===== src/rtl/distance_to_frame_mapper_assert.svh =====
// Assertion macros used by the mapper control module.
// Each macro expects clk and arst_n in scope.
`ifndef DISTANCE_TO_FRAME_MAPPER_ASSERT_SVH
`define DISTANCE_TO_FRAME_MAPPER_ASSERT_SVH

// Same-cycle implication.
`define DFM_ASSERT_IMP(lbl, ante, cons, msg) \
	lbl: assert property (@(posedge clk) disable iff (!arst_n) (ante) |-> (cons)) \
		else $error(msg);

// Next-cycle implication.
`define DFM_ASSERT_NEXT(lbl, ante, cons, msg) \
	lbl: assert property (@(posedge clk) disable iff (!arst_n) (ante) |=> (cons)) \
		else $error(msg);

`endif


===== src/rtl/dfm_pkg.sv =====
package dfm_pkg;

	typedef enum logic [1:0] {
		OP_LOAD   = 2'd0,
		OP_QUERY  = 2'd1,
		OP_FRAMES = 2'd2,
		OP_NONE   = 2'd3
	} op_t;

	typedef enum logic [1:0] {
		CFG_COUNT  = 2'd0,
		CFG_VENDOR = 2'd1,
		CFG_TOTAL  = 2'd2
	} cfg_idx_t;

	typedef enum logic [1:0] {
		STAT_OK  = 2'd0,
		STAT_ERR = 2'd1,
		STAT_SAT = 2'd2
	} status_t;

	typedef enum logic [1:0] {
		MUL_DIST,
		MUL_FRAME,
		MUL_PAST
	} mul_sel_t;

	typedef enum logic [1:0] {
		RES_PLAIN,
		RES_ERR,
		RES_FRAME
	} res_sel_t;

	typedef enum logic {
		DIV_QUERY,
		DIV_FACTOR
	} div_sel_t;

	typedef enum logic [4:0] {
		ST_IDLE,
		ST_DISPATCH,
		ST_LOAD,
		ST_FONE,
		ST_EMIT,
		ST_QMUL,
		ST_QDIST,
		ST_QWIN,
		ST_WRD,
		ST_WCHK,
		ST_QMUL2,
		ST_QNUM,
		ST_QCHK,
		ST_QDIV,
		ST_QFIN,
		ST_QERR,
		ST_FRD,
		ST_FMUL,
		ST_FVD,
		ST_FDIV,
		ST_FFIN
	} state_t;

	localparam int          MIN_ENTRIES = 3;
	localparam logic [17:0] ONE_Q16     = 18'd65536;
	localparam logic [17:0] FACTOR_MAX  = 18'h3FFFF;
	localparam int          DVD_W       = 57;
	localparam logic [5:0]  DIV_STEPS   = 6'd57;
	localparam logic [48:0] VD_MAX      = 49'h100_0000_0000;

	typedef struct packed {
		logic [31:0] start;
		logic [31:0] frame;
		logic [23:0] rate;
	} seg_t;

	typedef struct packed {
		logic     cap;
		logic     mem_wr;
		logic     mul_en;
		mul_sel_t mul_sel;
		logic     ld_dist;
		logic     walk_clr;
		logic     rd_last;
		logic     walk_adv;
		logic     walk_stop;
		logic     num_ld;
		logic     div_start;
		div_sel_t div_sel;
		logic     corr_one;
		logic     corr_ld;
		logic     emit;
		res_sel_t res_sel;
	} dfm_cmd_t;

	typedef struct packed {
		op_t  op;
		logic hit;
		logic walk_go;
		logic vendor;
		logic few;
		logic rate_zero;
		logic num_neg;
		logic div_busy;
		logic out_free;
	} dfm_stat_t;

endpackage


===== src/rtl/dfm_ctrl.sv =====
`include "distance_to_frame_mapper_assert.svh"

module dfm_ctrl
	import dfm_pkg::*;
(
	input  logic      clk,
	input  logic      arst_n,
	input  logic      in_valid,
	output logic      in_ready,
	input  dfm_stat_t stat,
	output dfm_cmd_t  cmd
);

	state_t state_q, state_d;

	always_ff @(posedge clk or negedge arst_n) begin
		if (!arst_n)
			state_q <= ST_IDLE;
		else
			state_q <= state_d;
	end

	always_comb begin
		state_d     = state_q;
		in_ready    = 1'b0;
		cmd         = '0;
		cmd.mul_sel = MUL_DIST;
		cmd.div_sel = DIV_QUERY;
		cmd.res_sel = RES_PLAIN;
		unique case (state_q)
			ST_IDLE: begin
				in_ready = 1'b1;
				if (in_valid) begin
					cmd.cap = 1'b1;
					state_d = ST_DISPATCH;
				end
			end
			ST_DISPATCH: begin
				unique case (stat.op)
					OP_LOAD:   state_d = ST_LOAD;
					OP_QUERY:  state_d = ST_QMUL;
					OP_FRAMES: begin
						if (!stat.vendor)
							state_d = ST_EMIT;
						else if (stat.few)
							state_d = ST_FONE;
						else
							state_d = ST_FRD;
					end
					default:   state_d = ST_EMIT;
				endcase
			end
			ST_LOAD: begin
				cmd.mem_wr = 1'b1;
				state_d    = ST_EMIT;
			end
			ST_FONE: begin
				cmd.corr_one = 1'b1;
				state_d      = ST_EMIT;
			end
			ST_EMIT: begin
				if (stat.out_free) begin
					cmd.emit = 1'b1;
					state_d  = ST_IDLE;
				end
			end
			ST_QMUL: begin
				cmd.mul_en = 1'b1;
				state_d    = ST_QDIST;
			end
			ST_QDIST: begin
				cmd.ld_dist  = 1'b1;
				cmd.walk_clr = 1'b1;
				state_d      = ST_QWIN;
			end
			ST_QWIN: begin
				state_d = stat.hit ? ST_QMUL2 : ST_WRD;
			end
			ST_WRD: begin
				state_d = ST_WCHK;
			end
			ST_WCHK: begin
				if (stat.walk_go) begin
					cmd.walk_adv = 1'b1;
					state_d      = ST_WRD;
				end else begin
					cmd.walk_stop = 1'b1;
					state_d       = ST_QMUL2;
				end
			end
			ST_QMUL2: begin
				cmd.mul_en  = 1'b1;
				cmd.mul_sel = MUL_FRAME;
				state_d     = ST_QNUM;
			end
			ST_QNUM: begin
				cmd.num_ld = 1'b1;
				state_d    = ST_QCHK;
			end
			ST_QCHK: begin
				if (stat.rate_zero || stat.num_neg) begin
					state_d = ST_QERR;
				end else begin
					cmd.div_start = 1'b1;
					state_d       = ST_QDIV;
				end
			end
			ST_QDIV: begin
				if (!stat.div_busy)
					state_d = ST_QFIN;
			end
			ST_QFIN: begin
				if (stat.out_free) begin
					cmd.emit    = 1'b1;
					cmd.res_sel = RES_FRAME;
					state_d     = ST_IDLE;
				end
			end
			ST_QERR: begin
				if (stat.out_free) begin
					cmd.emit    = 1'b1;
					cmd.res_sel = RES_ERR;
					state_d     = ST_IDLE;
				end
			end
			ST_FRD: begin
				cmd.rd_last = 1'b1;
				state_d     = ST_FMUL;
			end
			ST_FMUL: begin
				cmd.rd_last = 1'b1;
				cmd.mul_en  = 1'b1;
				cmd.mul_sel = MUL_PAST;
				state_d     = ST_FVD;
			end
			ST_FVD: begin
				cmd.rd_last   = 1'b1;
				cmd.div_start = 1'b1;
				cmd.div_sel   = DIV_FACTOR;
				state_d       = ST_FDIV;
			end
			ST_FDIV: begin
				if (!stat.div_busy)
					state_d = ST_FFIN;
			end
			ST_FFIN: begin
				cmd.corr_ld = 1'b1;
				state_d     = ST_EMIT;
			end
			default: state_d = ST_IDLE;
		endcase
	end

	`DFM_ASSERT_IMP(a_emit_free, cmd.emit, stat.out_free, "result emitted over a pending one")
	`DFM_ASSERT_NEXT(a_cap_dispatch, cmd.cap, state_q == ST_DISPATCH, "capture without dispatch")
	`DFM_ASSERT_IMP(a_idle_div, state_q == ST_IDLE, !stat.div_busy, "divider busy while idle")
	`DFM_ASSERT_IMP(a_div_start, cmd.div_start, !stat.div_busy, "divider restarted while busy")

endmodule


===== config.mk =====
export PLATFORM = sky130hd
export DESIGN_NAME = dfm_ctrl
export DESIGN_NICKNAME = d
export VERILOG_FILES = /design/src/rtl/dfm_pkg.sv /design/src/rtl/dfm_ctrl.sv
export VERILOG_INCLUDE_DIRS = /design/src /design/src/rtl
export SDC_FILE = /design/constraint.sdc
export NUM_CORES = 1
export LEC_CHECK = 0
export BUFFER_PORTS_ARGS = -buffer_cell sky130_fd_sc_hd__buf_2
export CORE_MARGIN = 2
export CORE_UTILIZATION = 49
export DETAILED_ROUTE_END_ITERATION = 10
export GPL_ROUTABILITY_DRIVEN = 0
export GPL_TIMING_DRIVEN = 0
export PLACE_DENSITY_LB_ADDON = 0.15
export RECOVER_POWER = 50
export SETUP_SLACK_MARGIN = 0.4
export SLEW_MARGIN = 0
export SYNTH_ARGS = -nofsm -noshare
export SYNTH_HDL_FRONTEND = slang
export SYNTH_SLANG_ARGS = --single-unit

===== constraint.sdc =====
create_clock -name clk -period 4.05 [get_ports clk]
set_input_delay 1.215 -clock clk [delete_from_list [all_inputs] [get_ports clk]]
set_output_delay 1.215 -clock clk [all_outputs]
set_load 0.005 [all_outputs]

==> impl_metrics.ini <==
[clock_tree]
htreeDepth = 1
clk_path_buf_depth = 2
clk_pin_slew_ns = 0.05
clock_sinks = 5
postCtsHoldBufs = 0
cts_setup_buffers = 0
clock_latency_ns = 0.25
post_cts_resized = 0
clock-root-buffer = clkbuf_4
numCtsBuffers = 3
cts_tree = built

[sta]
skew_ns = 0.005101
setup_viol = 0
fin_crit_sh_pct = 81.62
rsz0062_at_grt = no
drv_slew = 0
worstMarginPinSlew_ns = 0.4896
max_freq_ghz = 0.3025
hold_viol = 0
fin_tns_setup_ns = 0
fin_crit_ns = 3.306
slew_headroom_pct = 67.36
setup_slack_ns = 0.7442

[placed_design]
dp_hpwl_um = 1693
port_buffers = 31
preCtsSetupSlack_ns = 1.084
dp_cells = 147

[power_and_ir_drop]
power_density_nw_per_um2 = 662.7
ir_drop_v = 0.0003876
p_leak_nw = 0.4128

[detailed_routing]
avgRoutedWirePerCell_um = 15.28
totalWireLength_um = 2307
ant_nets = 0
drt_drc_violations_left = 0
first_pass_iters = 4
drt-vias-per-instance = 6.331
vias = 956
drt-initial-drc-count = 41

[synthesis]
avgSynthCellArea_um2 = 7.074
ys.flop_type = dfrtp_1
synth.top_cells.by_area = dfrtp_1 18%, nor2_1 6.8%, nor3_1 4.9%
synth-edff-count = 0
yosysTopAreaCell = dfrtp_1
synth_seq_area_share_pct = 17.51
netlist_area_um2 = 714.4
async_flop_share_pct = 100.0
syn_inst = 101
synth_warnings = 0
syn-num-nets = 114
ys_ff_latch = 5
synthDistinctLibCells = 46
synth_top_area_share_pct = 17.51

[floorplanning]
rows = 13
placeableCoreArea_um2 = 1334
fp.dieArea_um2 = 1780
start_util_pct = 53.56
die_y_um = 42.19
num_io_pins = 32
die_w_um = 42.19

[worst_setup_path]
endpoint = cmd[0]
start_kind = flip-flop
crit_start = state_q[3]
worstRegToRegCells = 6
r2r_start = state_q[3]
endpoint_kind = primary output
critPathKind = flip-flop to primary output
r2r_slack_ns = 2.07
worst_ep_required_time_ns = 2.83
worstPathMaxFanout = 10
crit_arrival_ns = 2.09
r2r_end = state_q[1]

[final_layout]
drive_gt1_share_pct = 25.74
diodes = 0
reg.largest.list = state_q x5
layout.cells.non_filler = 151
largest-register = state_q
final_cell_mix = 25 x buf_2, 13 x nor2_1, 12 x clkbuf_1
layout_commonest_cell = buf_2
layout.nets = 150
n_fill_cell = 126
largest_reg_flops = 5
syn_to_final_growth_pct = 26.09

[global_route]
antenna_found_initial = 0
grt.total_usage_pct = 27.36
grt_overflow_total = 0
grt_pass1_vias = 824
grt_pass1_wl_um = 3815
grt_max_degree = 11

[status]
status = finished, final reports clean

[flow_run]
maxCapViolCount = 0

[worst_hold_path]
hold_path_class = flip-flop to flip-flop
cells in the mapped netlist (2+ instances only):
library cell	count
nor2b_1	2
a31oi_1	3
and2_1	2
nor4bb_1	2
nor3_1	7
nand4b_1	2
dfrtp_1	5
o21ai_0	4
clkbuf_1	7
or3_1	2
nor2_1	13
nand2_1	7
inv_1	4
xnor2_1	3
nand2b_1	5
a21oi_1	3
layer usage:
metal	routed length [um]	GRT usage, %
met1	914	36.79
met5	0	0
met4	34	12.50
met2	1173	44.92
met3	184	0.8621
power breakdown:
| part | internal, mW | switching, mW |
|---|---|---|
| Clock | 0.0375 | 0.0239 |
| Combinational | 0.183 | 0.261 |
| Sequential | 0.0716 | 0.0202 |
through the flow:
step                      area, um2  total power [mW]  utilization (%)  hold slack, ns
after global placement        888.4            0.5173            66.60          0.7494
after CTS                     914.6            0.5997            68.57          0.7707
after detailed placement      888.4            0.5349            66.60          0.7546
after global routing          900.9            0.6499            67.54          0.8254
after floorplan               714.4            0.4161                -          0.6568
final                         900.9            0.5970            67.54          0.7873
cell type report:
cell class	instances	area (um2)	share of cell area [%]
Buffer	11	46.29	5.139
Timing Repair Buffer	31	151.4	16.81
Multi-Input combinational cell	81	518.0	57.50
Sequential cell	5	125.1	13.89
Clock buffer	4	26.28	2.917
Tap cell	15	18.77	2.083
Inverter	4	15.01	1.667
cells by family (layout without fill, tap and decap cells):
logic type | Yosys count | in the layout | synth area share [%]
XOR/XNOR | 3 | 3 | 3.678
AO/OA/AOI/OAI | 24 | 24 | 24.35
AND/OR/NAND/NOR | 52 | 52 | 42.73
flip-flops | 5 | 5 | 17.51
multiplexers | 2 | 2 | 2.977
buffers and inverters | 15 | 50 | 8.755
critical path, cell delays in order, from the launching register on:
cell and delay, ns:
dfrtp_1 0.35, clkbuf_1 0.39, clkbuf_1 0.39, nand2_1 0.14, nor2_1 0.24, nand2_1 0.11
nor2_1 0.09, buf_2 0.12
how the worst min path moves through the flow:
stage / start / to / slack, ns / cells after the start
2_1_floorplan: state_q[3] / state_q[4] / 0.66 / 3
4_1_cts: arst_n / state_q[3] / 0.77 / 1
3_3_place_gp: state_q[3] / state_q[4] / 0.75 / 3
5_1_grt: arst_n / state_q[1] / 0.83 / 1
3_5_place_dp: state_q[4] / state_q[3] / 0.75 / 2
6_report: state_q[4] / state_q[3] / 0.79 / 2
Note: power is estimated with default switching activity, not from simulation.
